File: src/rtl/consistent_hash_ring_top_macros.svh
// assertion macros for the consistent hash ring
// no dependencies
`ifndef CONSISTENT_HASH_RING_TOP_MACROS_SVH
`define CONSISTENT_HASH_RING_TOP_MACROS_SVH
`ifndef NO_ASSERTIONS
`define CHR_ASSERT(lbl, clk, rst, prop, msg) \
   lbl: assert property (@(posedge clk) disable iff (rst) prop) else $error(msg);
`define CHR_ASSERT_NR(lbl, clk, prop, msg) \
   lbl: assert property (@(posedge clk) prop) else $error(msg);
`else
`define CHR_ASSERT(lbl, clk, rst, prop, msg)
`define CHR_ASSERT_NR(lbl, clk, prop, msg)
`endif
`endif

File: src/rtl/chr_ram.sv
// generic single-port-write, single-read ram with registered read
// no dependencies
`timescale 1ns / 1ps
module chr_ram #(
   parameter int Width = 8,
   parameter int Depth = 16
) (
   input  logic                     clock,
   input  logic                     wr_en,
   input  logic [$clog2(Depth)-1:0] wr_addr,
   input  logic [Width-1:0]         wr_data,
   input  logic [$clog2(Depth)-1:0] rd_addr,
   output logic [Width-1:0]         rd_data
);
   logic [Width-1:0] mem_ff [Depth];

   always_ff @(posedge clock) begin
      if (wr_en) mem_ff[wr_addr] <= wr_data;
      rd_data <= mem_ff[rd_addr];
   end
endmodule

File: config.mk
export PLATFORM = sky130hd
export DESIGN_NAME = chr_ram
export DESIGN_NICKNAME = d
export VERILOG_FILES = /design/src/rtl/consistent_hash_ring_top_macros.svh /design/src/rtl/chr_ram.sv
export SDC_FILE = /design/constraint.sdc
export NUM_CORES = 1
export LEC_CHECK = 0
export BUFFER_PORTS_ARGS = -buffer_cell sky130_fd_sc_hd__buf_2
export CAP_MARGIN = 20
export CORE_MARGIN = 4
export CORE_UTILIZATION = 40
export CTS_BUF_LIST = sky130_fd_sc_hd__clkbuf_4 sky130_fd_sc_hd__clkbuf_8
export DETAILED_ROUTE_END_ITERATION = 10
export GPL_ROUTABILITY_DRIVEN = 0
export GPL_TIMING_DRIVEN = 0
export SYNTH_ARGS = -nofsm -noshare
export SYNTH_HDL_FRONTEND = slang
export SYNTH_SLANG_ARGS = --single-unit
export TNS_END_PERCENT = 100
File: constraint.sdc
create_clock -name clock -period 4.6 [get_ports clock]
set_input_delay 0 -clock clock [delete_from_list [all_inputs] [get_ports clock]]
set_output_delay 0 -clock clock [all_outputs]
set_load 0.05 [all_outputs]
==> run metrics <==
post-synth top area cell=edfxtp_1; first-pass GRT wire length=around 15 mm; Synthesized Nets=247; Layout area overhead=16.6%; DP Area=between 5000 and 6000 um^2; multi-input combinational cell area=between 1000 and 1500 um^2; Final Worst Setup Slack=roughly 3200 ps; Worst Path Arrival=1730 ps; core footprint=approximately 13,000 um^2; internal power=between 1.5 and 2 mW; initial core utilization=0.408; final hold violation count=0; Synth Register Bits=approximately 140; Fmax=approximately 710 MHz; CP Max Fanout=1; Final Instance Area=about 6000 um^2; post-route ant nets=0; CP endpoint kind=flip-flop; min Tclk post-route=roughly 1400 ps; Hold WC Path Type=primary input to flip-flop; Power Density=between 400 and 500 nW/um^2; n_diodes=0; Psw=about 0.55 mW; Routed WL=roughly 9.9 mm; Least-Margin Pin Slew=859 ps; Final setup viols=0; Fin Clk Skew=~13 ps; Num CTS Buffers=17; Seq pwr share=0.546; status=completed; Final period util=0.304; All-Layer GR Usage=0.150; count leader, synth=edfxtp_1; grt ovf=0; largest net degree at the start of global routing=17; VDD IR max=164 uV; pre-CTS setup slack=~2900 ps; Skew-Pair Late Insertion Delay=440 ps; drt wl/cell=21.1 um; root buffer cell=clkbuf_8; RSZ-0062 raised after global routing=no; top cell type's share of synthesized area=0.747; drt first pass iters=5; Worst Setup Start Kind=flip-flop; clock-pin slew of the registers on the worst-case setup and hold paths=80 ps; P_leak=1.98 nW; initial antenna violation count=0; CTS Buffer Depth=2; type of the worst setup path=flip-flop to flip-flop; Fin Setup TNS=0 ps; register area share after synthesis=0.778; Post-Syn Area=5150 um^2; PortBufs=24; Synth Flop Type=edfxtp_1; max cap viols=0; Top Ports=26; Gate power share=0.064; die span in y=between 100 and 150 um; Cell variety after synth=19; # fillers=roughly 1,100; # DRC=0; Slew Limit Headroom=0.425; top post-synthesis cells by area=edfxtp_1 75%, mux4_2 7.9%, mux4_1 7.1%; CTS sink count=between 100 and 150; htree depth=4; die outline area=14,700 um^2; Async SR Flop Fraction=0; Clock power frac=0.390; Total Nets Final=302; Syn Area/Cell=between 20 and 25 um^2; Net Sw Frac=0.217; Max Slew Vio Count=0; FF+latch area=between 4000 and 5000 um^2; Ys Warns=0; routed via count=about 2,400; share of cells above drive strength 1=0.296; DR vias/cell=approximately 5.1; vias in the first global route=2,487; power after layout=about 2.5 mW; Data required, critical path=4930 ps; Die Wd=roughly 120 um; Post-synth EDFFs=128; Detail Placement HPWL=between 6 and 7 mm; Syn Inst Count=229; drt initial violations=~140; CTS tree=built; Post-synth top cells=128 x edfxtp_1, 18 x mux4_2, 16 x a22oi_1; FP Rows=roughly 40
==> cell type report <==
class                           count  area share
Multi-Input combinational cell     83       0.176
Tap cell                          172      0.0359
Clock inverter                     13      0.0256
Timing Repair Buffer               36      0.0384
Clock buffer                       19      0.0425
Buffer                             10      0.0144
Sequential cell                   136       0.667
==> power by group through the flow <==
stage	Clock [mW]	Combinational, mW	Sequential [mW]
detailed placement	0	0.163	1.42
finish	0.992	0.164	1.39
CTS	1.02	0.169	1.39
global route	1.08	0.177	1.39
global placement	0	0.160	1.42
floorplan	0	0.0703	1.45
==> cells in the final DEF (no fill, tap or decap) <==
cell type          n
a22oi_1           16
and2_1             1
and2b_1            1
buf_2             27
buf_4              5
buf_6              3
bufinv_16          3
clkbuf_4           1
clkbuf_8          18
clkdlybuf4s25_2    3
clkinv_1           1
clkinv_2           3
clkinvlp_4         6
dfxtp_1            8
dlygate4sd3_1      8
edfxtp_1         128
mux4_1            14
mux4_2            18
nand2_1            9
nand2b_1           2
nand3_1            1
nand3b_1           2
nor2_1            13
nor2b_1            1
nor3_1             4
or3b_2             1
==> repair_timing <==
item / CTS / global route
hold buffers: 8 / 0
hold endpoints to repair: 128 / 0
setup buffers: 0 / 0
endpoints found under the setup margin: 0 / 0
gates resized for setup: 0 / 0
==> routing by layer <==
layer	part of all wire	track usage	wire, um	vias up
li1	-	-	-	1080
met1	0.39	0.199	3910	1185
met2	0.50	0.234	4990	91
met3	0.084	0.0368	836	14
met4	0.017	0.0707	165	0
met5	0	0	0	-
==> sequential cells by signal (all words and copies together), names as in the netlist <==
register	count
mem_ff	128
rd_data	8
==> kinds of logic (layout without fill, tap and decap cells) <==
logic type             after synthesis  after routing  synth area share
AOI/OAI and AO/OA                   16             16            0.0233
buffers and inverters               10             78            0.0168
DFF                                136            136             0.778
muxes                               32             32             0.150
and+or+nand+nor                     35             35            0.0318
==> critical path: stages, from the launching register on <==
cell      delay (ps)
edfxtp_1         360
mux4_1           500
a22oi_1          340
nand2_1           90
==> through the flow <==
step | utilization | hold slack, ps | instances
floorplan | - | 98.9 | 229
global placement | 0.434 | 401 | 425
detailed placement | 0.437 | 423 | 429
CTS | 0.476 | 9.23 | 469
global route | 0.476 | 36.5 | 469
finish | 0.476 | 27.4 | 469
==> final timing paths <==
path | slack (ps) | cells past startpoint | to | from
setup / recovery | 3200 | 3 | rd_data[0]$_DFF_P_ | mem_ff[1][0]$_DFFE_PP_
hold / removal | 30 | 2 | mem_ff[4][1]$_DFFE_PP_ | wr_addr[1]
setup reg to reg | 3200 | 3 | rd_data[0]$_DFF_P_ | mem_ff[1][0]$_DFFE_PP_
hold reg to reg | 690 | 3 | rd_data[0]$_DFF_P_ | mem_ff[14][0]$_DFFE_PP_
Power figures use the tool's default switching activity.
